$ cat src/tssr_pkg.sv
// Package for the twinkling star square renderer.
// Shared widths, register decode codes and the grey RGB565 packing function.
// No dependencies.
package tssr_pkg;

	// APB decode: one 32-bit register, word address picked by paddr[2]
	localparam int unsigned APB_ADDR_W = 3;
	localparam int unsigned APB_DATA_W = 32;
	localparam logic        REG_PERIOD = 1'b0;
	localparam logic [15:0] PERIOD_RST = 16'd4000;

	// signed screen coordinate: 16-bit center, minus half size, plus size
	localparam int unsigned COORD_W = 18;

	// shared restoring divider
	localparam int unsigned DIV_NUM_W = 32;
	localparam int unsigned DIV_DEN_W = 16;
	localparam int unsigned DIV_CNT_W = 5;

	localparam logic [7:0] LEVEL_MAX = 8'hFF;

	typedef logic [15:0] color_t;

	// grey level into RGB565: 5 bits red, 6 bits green, 5 bits blue
	function automatic color_t grey565(input logic [7:0] lvl);
		grey565 = {lvl[7:3], lvl[7:2], lvl[7:3]};
	endfunction

endpackage

$ cat src/twinkling_star_square_renderer_unit.sv
// Twinkling star square renderer, top level.
// Depends on tssr_pkg (widths, register codes, RGB565 packing).
//
// Usage:
//  - Input channel (in_valid / in_stall): one request per star: center
//    star_x/star_y, side star_size, phase offset star_phase, frame_time.
//    A request is taken when in_valid is high and in_stall low.
//  - Output channel (out_valid / out_stall): one request per visible pixel
//    of the centered square, row by row, left to right. pixel_byte_offset
//    is (row*SCREEN_WIDTH+col)*2 in 16 bits, pixel_color is RGB565 grey,
//    last_pixel marks the final write of the star.
//  - APB port: register 0 (byte address 0) is star_period, 16 bits.
//  - Sequence: one shared 1-bit-per-cycle restoring divider runs twice
//    (time mod period, then ramp scaling), with setup state SETUP2 between
//    the divides and GEOM and OFFS after them before the first pixel; then
//    one pixel per cycle unless stalled. Stars that draw nothing (zero
//    size, period below two) are dropped at accept, offscreen stars after
//    the divides.
//  - in_stall stays high while a star is being worked; it drops as soon as
//    the last pixel sits in the output register, so the next star enters
//    while that pixel still waits.
//  - A stalled receiver freezes the output register and the pixel walk.
//  - Reset clears the sequencer and output valid; the period resets to 4000.
module twinkling_star_square_renderer_unit #(
	parameter int SCREEN_WIDTH  = 240,
	parameter int SCREEN_HEIGHT = 135,
	parameter int MAX_STAR_SIZE = 8
) (
	input  logic                                 clk,
	input  logic                                 arst_n,
	// star input
	input  logic                                 in_valid,
	output logic                                 in_stall,
	input  logic [15:0]                          star_x,
	input  logic [15:0]                          star_y,
	input  logic [3:0]                           star_size,
	input  logic [15:0]                          star_phase,
	input  logic [31:0]                          frame_time,
	// pixel output
	output logic                                 out_valid,
	input  logic                                 out_stall,
	output logic [15:0]                          pixel_byte_offset,
	output logic [15:0]                          pixel_color,
	output logic                                 last_pixel,
	// APB configuration
	input  logic                                 psel,
	input  logic                                 penable,
	input  logic                                 pwrite,
	input  logic [tssr_pkg::APB_ADDR_W-1:0]      paddr,
	input  logic [tssr_pkg::APB_DATA_W-1:0]      pwdata,
	output logic [tssr_pkg::APB_DATA_W-1:0]      prdata,
	output logic                                 pready
);

	localparam int XW = $clog2(SCREEN_WIDTH + 1);
	localparam int YW = $clog2(SCREEN_HEIGHT + 1);
	localparam int CW = tssr_pkg::COORD_W;
	localparam logic signed [CW-1:0] X_MAX = CW'(SCREEN_WIDTH - 1);
	localparam logic signed [CW-1:0] Y_MAX = CW'(SCREEN_HEIGHT - 1);
	localparam logic [3:0] SIDE_LIMIT = 4'(MAX_STAR_SIZE);
	localparam logic [15:0] ROW_STEP = 16'(2 * SCREEN_WIDTH);

	// sequencer codes
	localparam logic [2:0] ST_IDLE   = 3'd0;
	localparam logic [2:0] ST_DIV1   = 3'd1;  // (time + phase) mod period
	localparam logic [2:0] ST_SETUP2 = 3'd2;  // fold triangle, scale by 255
	localparam logic [2:0] ST_DIV2   = 3'd3;  // ramp / half period
	localparam logic [2:0] ST_GEOM   = 3'd4;  // color, square bounds, clip
	localparam logic [2:0] ST_OFFS   = 3'd5;  // first byte offset
	localparam logic [2:0] ST_EMIT   = 3'd6;  // pixel walk

	localparam logic [tssr_pkg::DIV_CNT_W-1:0] DIV_LAST =
		tssr_pkg::DIV_CNT_W'(tssr_pkg::DIV_NUM_W - 1);

	logic [2:0] state_q;
	logic [15:0] period_q;

	// captured star
	logic [15:0] x_q, y_q;
	logic [3:0]  size_q;

	// shared divider
	logic [tssr_pkg::DIV_NUM_W-1:0] div_num_q;
	logic [tssr_pkg::DIV_DEN_W-1:0] div_den_q;
	logic [tssr_pkg::DIV_DEN_W-1:0] div_rem_q;
	logic [tssr_pkg::DIV_CNT_W-1:0] div_cnt_q;

	// pixel walk
	logic [XW-1:0] px_q, x0c_q, x1c_q;
	logic [YW-1:0] py_q, y1c_q;
	logic [15:0]   cur_off_q, line_off_q;
	tssr_pkg::color_t color_q;

	// output register
	logic        out_valid_q;
	logic [15:0] off_out_q;
	logic [15:0] color_out_q;
	logic        last_out_q;

	// ---------------- configuration ----------------
	logic cfg_wr;
	assign cfg_wr = psel && penable && pwrite && (paddr[2] == tssr_pkg::REG_PERIOD);
	assign pready = 1'b1;
	assign prdata = (paddr[2] == tssr_pkg::REG_PERIOD) ?
		{16'b0, period_q} : '0;

	always_ff @(posedge clk or negedge arst_n) begin
		if (!arst_n) begin
			period_q <= tssr_pkg::PERIOD_RST;
		end else if (cfg_wr) begin
			period_q <= pwdata[15:0];
		end
	end

	// ---------------- input side ----------------
	logic       in_take;
	logic [3:0] size_clamp;
	logic       star_drop;
	assign in_stall   = (state_q != ST_IDLE);
	assign in_take    = in_valid && !in_stall;
	assign size_clamp = (star_size > SIDE_LIMIT) ? SIDE_LIMIT : star_size;
	// nothing to draw: degenerate period or empty square
	assign star_drop  = (period_q < 16'd2) || (size_clamp == 4'd0);

	// ---------------- divider step ----------------
	// restoring division, one quotient bit per cycle, quotient shifts into
	// the dividend register from the bottom
	logic [16:0] div_shift, div_diff;
	logic        div_ge;
	logic [15:0] div_rem_nxt;
	logic [31:0] div_num_nxt;
	always_comb begin
		div_shift   = {div_rem_q, div_num_q[31]};
		div_diff    = div_shift - {1'b0, div_den_q};
		div_ge      = !div_diff[16];
		div_rem_nxt = div_ge ? div_diff[15:0] : div_shift[15:0];
		div_num_nxt = {div_num_q[30:0], div_ge};
	end

	// ---------------- triangle fold ----------------
	// p = remainder of the first divide; ramp numerator is p or period-p
	logic [14:0] half_per;
	logic [15:0] tri_num;
	logic [23:0] tri_scaled;
	always_comb begin
		half_per   = period_q[15:1];
		tri_num    = (div_rem_q < {1'b0, half_per}) ? div_rem_q : (period_q - div_rem_q);
		tri_scaled = {tri_num, 8'b0} - {8'b0, tri_num};  // * 255
	end

	// ---------------- square bounds ----------------
	logic signed [CW-1:0] x0, y0, x1, y1;
	logic                 off_screen;
	logic [XW-1:0]        x0c, x1c;
	logic [YW-1:0]        y0c, y1c;
	logic [7:0]           level;
	always_comb begin
		x0 = $signed({2'b00, x_q}) - $signed(CW'(size_q[3:1]));
		y0 = $signed({2'b00, y_q}) - $signed(CW'(size_q[3:1]));
		x1 = x0 + $signed(CW'(size_q)) - $signed(CW'(1));
		y1 = y0 + $signed(CW'(size_q)) - $signed(CW'(1));
		off_screen = (x0 > X_MAX) || (y0 > Y_MAX) || (x1 < 0) || (y1 < 0);
		x0c = (x0 < 0) ? '0 : XW'(x0);
		y0c = (y0 < 0) ? '0 : YW'(y0);
		x1c = (x1 > X_MAX) ? XW'(X_MAX) : XW'(x1);
		y1c = (y1 > Y_MAX) ? YW'(Y_MAX) : YW'(y1);
		// odd periods can overshoot the peak
		level = (|div_num_q[31:8]) ? tssr_pkg::LEVEL_MAX : div_num_q[7:0];
	end

	logic [31:0] first_base;
	assign first_base = 32'(py_q) * 32'(SCREEN_WIDTH) + 32'(px_q);

	// ---------------- output handshake ----------------
	logic out_free, emit_now, row_end, star_end;
	assign out_free = !out_valid_q || !out_stall;
	assign emit_now = (state_q == ST_EMIT) && out_free;
	assign row_end  = (px_q == x1c_q);
	assign star_end = row_end && (py_q == y1c_q);

	// ---------------- sequencer ----------------
	always_ff @(posedge clk or negedge arst_n) begin
		if (!arst_n) begin
			state_q <= ST_IDLE;
		end else begin
			unique case (state_q)
				ST_IDLE: begin
					if (in_take && !star_drop) state_q <= ST_DIV1;
				end
				ST_DIV1: begin
					if (div_cnt_q == DIV_LAST) state_q <= ST_SETUP2;
				end
				ST_SETUP2: state_q <= ST_DIV2;
				ST_DIV2: begin
					if (div_cnt_q == DIV_LAST) state_q <= ST_GEOM;
				end
				ST_GEOM: state_q <= off_screen ? ST_IDLE : ST_OFFS;
				ST_OFFS: state_q <= ST_EMIT;
				ST_EMIT: begin
					if (emit_now && star_end) state_q <= ST_IDLE;
				end
				default: state_q <= ST_IDLE;
			endcase
		end
	end

	// datapath
	always_ff @(posedge clk) begin
		unique case (state_q)
			ST_IDLE: begin
				x_q       <= star_x;
				y_q       <= star_y;
				size_q    <= size_clamp;
				div_num_q <= frame_time + {16'b0, star_phase};
				div_den_q <= period_q;
				div_rem_q <= '0;
				div_cnt_q <= '0;
			end
			ST_DIV1, ST_DIV2: begin
				div_num_q <= div_num_nxt;
				div_rem_q <= div_rem_nxt;
				div_cnt_q <= div_cnt_q + 1'b1;
			end
			ST_SETUP2: begin
				div_num_q <= {8'b0, tri_scaled};
				div_den_q <= {1'b0, half_per};
				div_rem_q <= '0;
				div_cnt_q <= '0;
			end
			ST_GEOM: begin
				color_q <= tssr_pkg::grey565(level);
				px_q    <= x0c;
				x0c_q   <= x0c;
				x1c_q   <= x1c;
				py_q    <= y0c;
				y1c_q   <= y1c;
			end
			ST_OFFS: begin
				cur_off_q  <= {first_base[14:0], 1'b0};
				line_off_q <= {first_base[14:0], 1'b0};
			end
			ST_EMIT: begin
				if (emit_now && !star_end) begin
					if (row_end) begin
						px_q       <= x0c_q;
						py_q       <= py_q + 1'b1;
						line_off_q <= line_off_q + ROW_STEP;
						cur_off_q  <= line_off_q + ROW_STEP;
					end else begin
						px_q      <= px_q + 1'b1;
						cur_off_q <= cur_off_q + 16'd2;
					end
				end
			end
			default: ;
		endcase
	end

	// output register
	always_ff @(posedge clk or negedge arst_n) begin
		if (!arst_n) begin
			out_valid_q <= 1'b0;
		end else if (emit_now) begin
			out_valid_q <= 1'b1;
		end else if (!out_stall) begin
			out_valid_q <= 1'b0;
		end
	end

	always_ff @(posedge clk) begin
		if (emit_now) begin
			off_out_q   <= cur_off_q;
			color_out_q <= color_q;
			last_out_q  <= star_end;
		end
	end

	assign out_valid         = out_valid_q;
	assign pixel_byte_offset = off_out_q;
	assign pixel_color       = color_out_q;
	assign last_pixel        = last_out_q;

`ifndef NO_ASSERTIONS
	a_div1_done: assert property (@(posedge clk) disable iff (!arst_n)
		(state_q == ST_DIV1) && (div_cnt_q == DIV_LAST) |=> (state_q == ST_SETUP2))
		else $error("divider did not hand over after last step");

	a_div_den_nz: assert property (@(posedge clk) disable iff (!arst_n)
		(state_q == ST_DIV1) || (state_q == ST_DIV2) |-> (div_den_q != '0))
		else $error("divide by zero in shared divider");

	a_walk_bounds: assert property (@(posedge clk) disable iff (!arst_n)
		(state_q == ST_EMIT) |-> (px_q <= x1c_q) && (py_q <= y1c_q) && (px_q >= x0c_q))
		else $error("pixel walk left the clipped square");

	a_last_ends: assert property (@(posedge clk) disable iff (!arst_n)
		emit_now && star_end |=> out_valid_q && last_out_q && (state_q != ST_EMIT))
		else $error("last pixel did not end the star");
`endif

endmodule

$ cat config.mk
export PLATFORM = sky130hd
export DESIGN_NAME = twinkling_star_square_renderer_unit
export DESIGN_NICKNAME = d
export VERILOG_FILES = /design/src/tssr_pkg.sv /design/src/twinkling_star_square_renderer_unit.sv
export SDC_FILE = /design/constraint.sdc
export NUM_CORES = 1
export LEC_CHECK = 0
export BUFFER_PORTS_ARGS = -buffer_cell sky130_fd_sc_hd__buf_2
export CAP_MARGIN = 15
export CORE_ASPECT_RATIO = 2
export CORE_MARGIN = 4
export CORE_UTILIZATION = 55
export DETAILED_ROUTE_END_ITERATION = 8
export GPL_TIMING_DRIVEN = 0
export HOLD_SLACK_MARGIN = 0.1
export PLACE_DENSITY = 0.85
export SLEW_MARGIN = 30
export SYNTH_ARGS = -nofsm -noshare
export SYNTH_HDL_FRONTEND = slang
export SYNTH_SLANG_ARGS = --single-unit
$ cat constraint.sdc
create_clock -name clk -period 6.39 [get_ports clk]
set_input_delay 1.278 -clock clk [delete_from_list [all_inputs] [get_ports clk]]
set_output_delay 1.278 -clock clk [all_outputs]
set_load 0.02 [all_outputs]
==> results of run 1 <==
metal layers:
metal / vias to the layer above / global-route usage
li1: 6863 / -
met4: 2 / 0.217
met2: 534 / 0.552
met1: 6736 / 0.236
met5: - / 0
met3: 220 / 0.0316
critical path: stages, from the launching register on:
cell      delay [ps]
dfrtp_1          570
inv_1            160
ha_1             330
and3_1           190
a221oi_1          90
o21ai_1          620
a21o_1           140
clkbuf_1         250
clkbuf_1         540
nand2_1          100
o21ai_0          210
inv_1            130
ha_1             350
nand2_1           90
a2111o_1         390
o31a_1           140
o41a_1           420
o21ai_0          450
nor3b_1          140
xnor2_1          160
a221o_1          290
per-stage QoR:
step | hold WS (ps) | utilization | setup slack [ps] | total power [mW]
after floorplan | 400 | - | 1550 | 6.51
after global placement | 431 | 0.599 | 329 | 7.70
after detailed placement | 444 | 0.602 | 283 | 7.93
after CTS | 464 | 0.626 | 268 | 9.31
after global routing | 478 | 0.626 | 73.4 | 10.0
final | 461 | 0.626 | 361 | 9.36
flip-flops by register name, summed over array words and instances (netlist names), 8 cells and up:
| register | cells |
|---|---|
| px_q | 8 |
| div_den_q | 16 |
| y_q | 16 |
| line_off_q | 15 |
| x0c_q | 8 |
| py_q | 8 |
| cur_off_q | 16 |
| period_q | 16 |
| div_num_q | 32 |
| y1c_q | 8 |
| div_rem_q | 16 |
| x1c_q | 8 |
| pixel_byte_offset | 16 |
| x_q | 16 |
power by group through the flow:
stage	sequential, mW	combinational [mW]	clock [mW]
3_3_place_gp	2.50	5.20	0
3_5_place_dp	2.50	5.43	0
4_1_cts	2.48	5.46	1.37
6_report	2.49	5.52	1.36
5_1_grt	2.51	6.11	1.43
2_1_floorplan	2.32	4.19	0
logic make-up (layout without fill, tap and decap cells):
kind of cell	count (synthesis)	count (layout)	synth area share
xor gates and xnor gates	179	179	0.0902
DFF	225	225	0.382
other	2	17	0.000430
and+or+nand+nor	537	537	0.149
AOI/OAI and AO/OA	406	406	0.148
muxes	51	51	0.0305
buffers and inverters	226	428	0.0549
adders and majority gates	191	191	0.146
cells in the mapped netlist (all sizes together) (17+ instances only):
cell type  count  share of area
and3          20         0.0072
ha           169           0.12
nor2         138          0.030
nor2b         25         0.0090
nor4          17         0.0069
nand2b        21         0.0075
xor2          79          0.040
nor3          33         0.0097
nand2        154          0.033
o21a          17         0.0073
clkbuf        41         0.0088
a21o          27          0.012
nand3         51          0.015
mux2          18          0.012
fa            21          0.024
inv          155          0.033
xnor2        100          0.050
a211oi        18         0.0077
edfxtp       205           0.35
a21oi        104          0.030
or3           19         0.0069
buf           29          0.012
mux2i         33          0.019
o21ai        110          0.032
path summary, 6_finish.rpt:
check                                    startpoint                             end  depth (start not counted)
min                          cur_off_q[3]$_DFFE_PP_  pixel_byte_offset[3]$_DFFE_PP_                          0
min in group asynchronous                    arst_n         period_q[1]$_DFFE_PN0P_                          1
max                        period_q[12]$_DFFE_PN0P_         div_num_q[17]$_DFFE_PP_                         20
max reg2reg                period_q[12]$_DFFE_PN0P_         div_num_q[17]$_DFFE_PP_                         20
min reg2reg                  cur_off_q[3]$_DFFE_PP_  pixel_byte_offset[3]$_DFFE_PP_                          0
max in group asynchronous                    arst_n         period_q[5]$_DFFE_PN1P_                          1
area by class of cell:
cell class | count | share of cell area
plain buffers | 71 | 0.0192
clock inverters | 15 | 0.00884
repair buffers | 162 | 0.0426
flip-flops and latches | 225 | 0.339
multi-input cells | 1381 | 0.505
well taps | 423 | 0.0269
inverters | 155 | 0.0296
clock buffers | 25 | 0.0291
==> results.sh, run 1 <==
export IMPL_routedWlPerCell_um=19.9
export IMPL_synth_edf_count=205
export IMPL_most_common_layout_cells="205 x edfxtp_1, 169 x ha_1, 159 x buf_2"
export IMPL_switching_share=0.451
export IMPL_max_slew_margin_rel=0.386
export IMPL_nets=2334
export IMPL_worstPathArrival_ps=6300
export IMPL_final_area_um2=19700
export IMPL_finalCriticalPeriod_ps=6030
export IMPL_grt_max_degree=37
export IMPL_final_seq_area_um2=6660
export IMPL_period_share=0.943
export IMPL_post_synth_cell_area_avg_um2=9.61
export IMPL_critPathKind="reg -> reg"
export IMPL_clockRootBuffer="clkbuf_16"
export IMPL_p_switching_mw=4.22
export IMPL_clkPwrFrac=0.145
export IMPL_power_leakage_nw=8.38
export IMPL_io_pins=194
export IMPL_dr_first_iter_drc_count=809
export IMPL_layout_drive_gt1_share=0.137
export IMPL_fin_setup_tns_ps=0
export IMPL_die_height_um=260
export IMPL_pwr_share_seq=0.266
export IMPL_routed_via_count=14400
export IMPL_min_path_type="reg -> reg"
export IMPL_grt_pass1_wl_mm=75.4
export IMPL_gp_congestion=1.02
export IMPL_start_util=0.556
export IMPL_rsz0062_at_grt="no"
export IMPL_cts_resized_gates=0
export IMPL_cts_setup_buffers=0
export IMPL_highest_signal_layer="met5"
export IMPL_grt_pass1_vias=15000
export IMPL_drt_pass1_iterations=6
export IMPL_cts_reportedPaths_clkPinSlew_ps=60
export IMPL_cts_tree="built"
export IMPL_wl_met3_mm=2.19
export IMPL_power_internal_mw=5.14
export IMPL_antenna_found_initial=1
export IMPL_power_frac_comb=0.589
export IMPL_die_area_um2=34800
export IMPL_cts_buffer_depth=3
export IMPL_wl_met2_mm=27.6
export IMPL_grtUsageTotal=0.276
export IMPL_setup_viol=0
export IMPL_numPlacedInstances=2417
export IMPL_wl_met1_mm=14.7
export IMPL_finalHoldViolCount=0
export IMPL_yosysSeqAreaShare=0.382
export IMPL_synth_area_um2=17500
export IMPL_yosysUniqueCellTypes=88
export IMPL_drv_cap=0
export IMPL_cts_made_buffers=22
export IMPL_die_w_um=134
export IMPL_ff2ff_setup_slack_ps=360
export IMPL_crit_fanout=10
export IMPL_n_fill_cell=2607
export IMPL_finalMaxSlewViolations=0
export IMPL_coreArea_um2=31400
export IMPL_hpwl_mm=40.3
export IMPL_layout_cells_non_filler=2457
export IMPL_worst_pin_slew_ps=920
export IMPL_cts_sinks=225
export IMPL_yosysWarnings=0
export IMPL_insertedDiodeCount=0
export IMPL_setup_worst_path_start_class="flip-flop"
export IMPL_critPathCaptureType="flip-flop"
export IMPL_multiInputGateArea_um2=9940
export IMPL_status="finished clean"
export IMPL_antenna_left=0
export IMPL_fin_skew_ps=28.1
export IMPL_critical_path_required_ps=6660
export IMPL_overflow=0
export IMPL_drc=0
export IMPL_netlist_instances=1817
export IMPL_clock_latency_ps=550
export IMPL_viasPerCell=5.84
export IMPL_final_common_cell="edfxtp_1"
export IMPL_cellPowerDensity_nw_per_um2=476
export IMPL_place_area_um2=18900
export IMPL_ys_flop_type="edfxtp_1"
export IMPL_peakVddDrop_mv=0.352
export IMPL_area_growth_pct=12.7
export IMPL_hold_buffers=0
export IMPL_htree_num_levels=1
export IMPL_ys_async_sr_fraction=0.0889
export IMPL_ys_seq_elements=225
export IMPL_fmax_mhz=166
export IMPL_drt_total_wl_mm=48.9
export IMPL_row_count=92
export IMPL_numPortBuffers=157
(Power assumes the default switching activity.)
==> run 2, diff against run 1 <==
--- a/config.mk
+++ b/config.mk
@@ -13,7 +13,7 @@
 export DETAILED_ROUTE_END_ITERATION = 8
 export GPL_TIMING_DRIVEN = 0
 export HOLD_SLACK_MARGIN = 0.1
-export PLACE_DENSITY = 0.85
+export PLACE_DENSITY = 0.88
 export SLEW_MARGIN = 30
 export SYNTH_ARGS = -nofsm -noshare
 export SYNTH_HDL_FRONTEND = slang
==> constraint.sdc (replaced) <==
create_clock -name clk -period 5.5 [get_ports clk]
set_input_delay 1.1 -clock clk [delete_from_list [all_inputs] [get_ports clk]]
set_output_delay 1.1 -clock clk [all_outputs]
set_load 0.02 [all_outputs]
==> results.sh, run 2 (synthesis gave the netlist of run 1 again) <==
export IMPL_grt_pass1_wl_mm=74.8
export IMPL_critical_path_required_ps=5790
export IMPL_grt_pass1_vias=15200
export IMPL_switching_share=0.466
export IMPL_routedWlPerCell_um=19.8
export IMPL_final_common_cell="edfxtp_1"
export IMPL_layout_cells_non_filler=2458
export IMPL_min_path_type="reg -> reg"
export IMPL_nets=2335
export IMPL_max_slew_margin_rel=0.410
export IMPL_cts_sinks=225
export IMPL_timing_hold_ws_ps=436
export IMPL_start_util=0.556
export IMPL_finalCriticalPeriod_ps=5300
export IMPL_cts_setup_buffers=0
export IMPL_cts_tree="built"
export IMPL_io_pins=194
export IMPL_routed_via_count=14700
export IMPL_status="finished clean"
export IMPL_power_leakage_nw=8.37
export IMPL_clkPwrFrac=0.136
export IMPL_die_w_um=134
export IMPL_peakVddDrop_mv=0.496
export IMPL_cellPowerDensity_nw_per_um2=562
export IMPL_finalHoldViolCount=0
export IMPL_dr_first_iter_drc_count=904
export IMPL_clock_latency_ps=560
export IMPL_setup_worst_path_start_class="flip-flop"
export IMPL_min_from="color_q[12]$_SDFFCE_PP1P_"
export IMPL_fin_setup_tns_ps=0
export IMPL_drv_cap=0
export IMPL_gp_congestion=0.989
export IMPL_power_frac_comb=0.606
export IMPL_grt_max_degree=36
export IMPL_min_to="pixel_color[12]$_DFFE_PP_"
export IMPL_r2r_start="period_q[3]$_DFFE_PN0P_"
export IMPL_worstPathArrival_ps=5590
export IMPL_htree_num_levels=1
export IMPL_rsz0062_at_grt="no"
export IMPL_row_count=92
export IMPL_power_internal_mw=5.91
export IMPL_antenna_found_initial=3
export IMPL_numPortBuffers=157
export IMPL_reg2reg_depth=18
export IMPL_ff2ff_setup_slack_ps=200
export IMPL_drc=0
export IMPL_drt_total_wl_mm=48.6
export IMPL_cts_made_buffers=22
export IMPL_fin_skew_ps=38.4
export IMPL_worst_pin_slew_ps=873
export IMPL_setup_viol=0
export IMPL_coreArea_um2=31400
export IMPL_regMostFlops="div_num_q"
export IMPL_cts_reportedPaths_clkPinSlew_ps=70
export IMPL_min_delay_path_depth=0
export IMPL_die_area_um2=34800
export IMPL_critPathCaptureType="flip-flop"
export IMPL_viasPerCell=5.97
export IMPL_drt_pass1_iterations=6
export IMPL_largest_register_ffs=32
export IMPL_numPlacedInstances=2418
export IMPL_p_total_mw=11.1
export IMPL_layout_drive_gt1_share=0.141
export IMPL_grtUsageTotal=0.272
export IMPL_hold_buffers=0
export IMPL_r2r_end="div_num_q[20]$_DFFE_PP_"
export IMPL_pwr_share_seq=0.258
export IMPL_fmax_mhz=189
export IMPL_antenna_left=0
export IMPL_critPathKind="reg -> reg"
export IMPL_period_share=0.963
export IMPL_area_growth_pct=12.8
export IMPL_cts_buffer_depth=3
export IMPL_die_height_um=260
export IMPL_hpwl_mm=39.4
export IMPL_finalMaxSlewViolations=0
export IMPL_crit_fanout=10
export IMPL_overflow=0
export IMPL_p_switching_mw=5.16
export IMPL_n_fill_cell=2488
export IMPL_clockRootBuffer="clkbuf_16"
export IMPL_most_common_layout_cells="205 x edfxtp_1, 169 x ha_1, 159 x buf_2"
==> run 2: worst max path at each step <==
| stage | endpoint | cells past startpoint | from | slack (ps) |
|---|---|---|---|---|
| 6_report | div_num_q[20]$_DFFE_PP_ | 18 | period_q[3]$_DFFE_PN0P_ | 200 |
| 2_1_floorplan | div_num_q[20]$_DFFE_PP_ | 19 | period_q[7]$_DFFE_PN1P_ | 660 |
| 3_5_place_dp | div_num_q[20]$_DFFE_PP_ | 20 | period_q[11]$_DFFE_PN1P_ | -290 |
| 4_1_cts | div_num_q[20]$_DFFE_PP_ | 19 | period_q[10]$_DFFE_PN1P_ | 50 |
| 5_1_grt | div_num_q[20]$_DFFE_PP_ | 18 | period_q[3]$_DFFE_PN0P_ | 8 |
| 3_3_place_gp | cur_off_q[0]$_SDFFCE_PN0P_ | 7 | state_q[2]$_DFFE_PN0P_ | -440 |
==> run 2: final cells by class <==
type,instances,area (um^2),share of cell area
timing repair buffer,163,862,0.0437
antenna,2,5.00,0.000254
clock buffer,26,566,0.0287
buffer,71,383,0.0194
inverter,155,582,0.0295
clock inverter,12,121,0.00616
tap,423,529,0.0269
sequential,225,6660,0.338
multi-input combinational,1381,10000,0.507
==> run 2: worst max-delay path, stage by stage, from the launching register on <==
cell and delay (ps):
dfrtp_1 480, inv_1 140, ha_1 340, a211o_1 150, a31oi_2 60, o31ai_4 420, a21o_1 170, clkbuf_1 240
clkbuf_2 280, mux2i_1 350, ha_1 270, nand2_1 110, a2111o_1 400, o31a_1 160, or4b_2 690, and4_1 230
xor2_1 170, nor2_1 60, a221o_1 290
==> run 2: timing repair <==
item / in CTS / in global routing
hold endpoints to repair: 0 / 0
endpoints found under the setup margin: 4 / 13
gates resized for setup: 3 / 16
==> run 2: layer usage <==
| metal | vias up | track usage | share of wire |
|---|---|---|---|
| met1 | 6906 | 0.241 | 0.31 |
| met2 | 624 | 0.535 | 0.55 |
| met4 | 2 | 0.213 | 0.089 |
| met5 | - | 0 | 0.00023 |
| met3 | 253 | 0.0335 | 0.048 |
| li1 | 6892 | - | - |
==> run 2: stage by stage <==
step / instance area (um^2) / util / setup WS, ps
after floorplan: 17500 / - / 661
after global placement: 18800 / 0.599 / -439
after detailed placement: 18900 / 0.603 / -286
after CTS: 19600 / 0.625 / 45.5
after global routing: 19700 / 0.627 / 7.60
final: 19700 / 0.627 / 202
==> run 2: power groups by stage <==
stage / sequential [mW] / combinational, mW / clock (mW)
3_5_place_dp: 2.87 / 6.49 / 0
4_1_cts: 2.84 / 6.53 / 1.51
6_report: 2.86 / 6.71 / 1.50
5_1_grt: 2.87 / 7.33 / 1.58
2_1_floorplan: 2.69 / 4.87 / 0
3_3_place_gp: 2.86 / 6.22 / 0
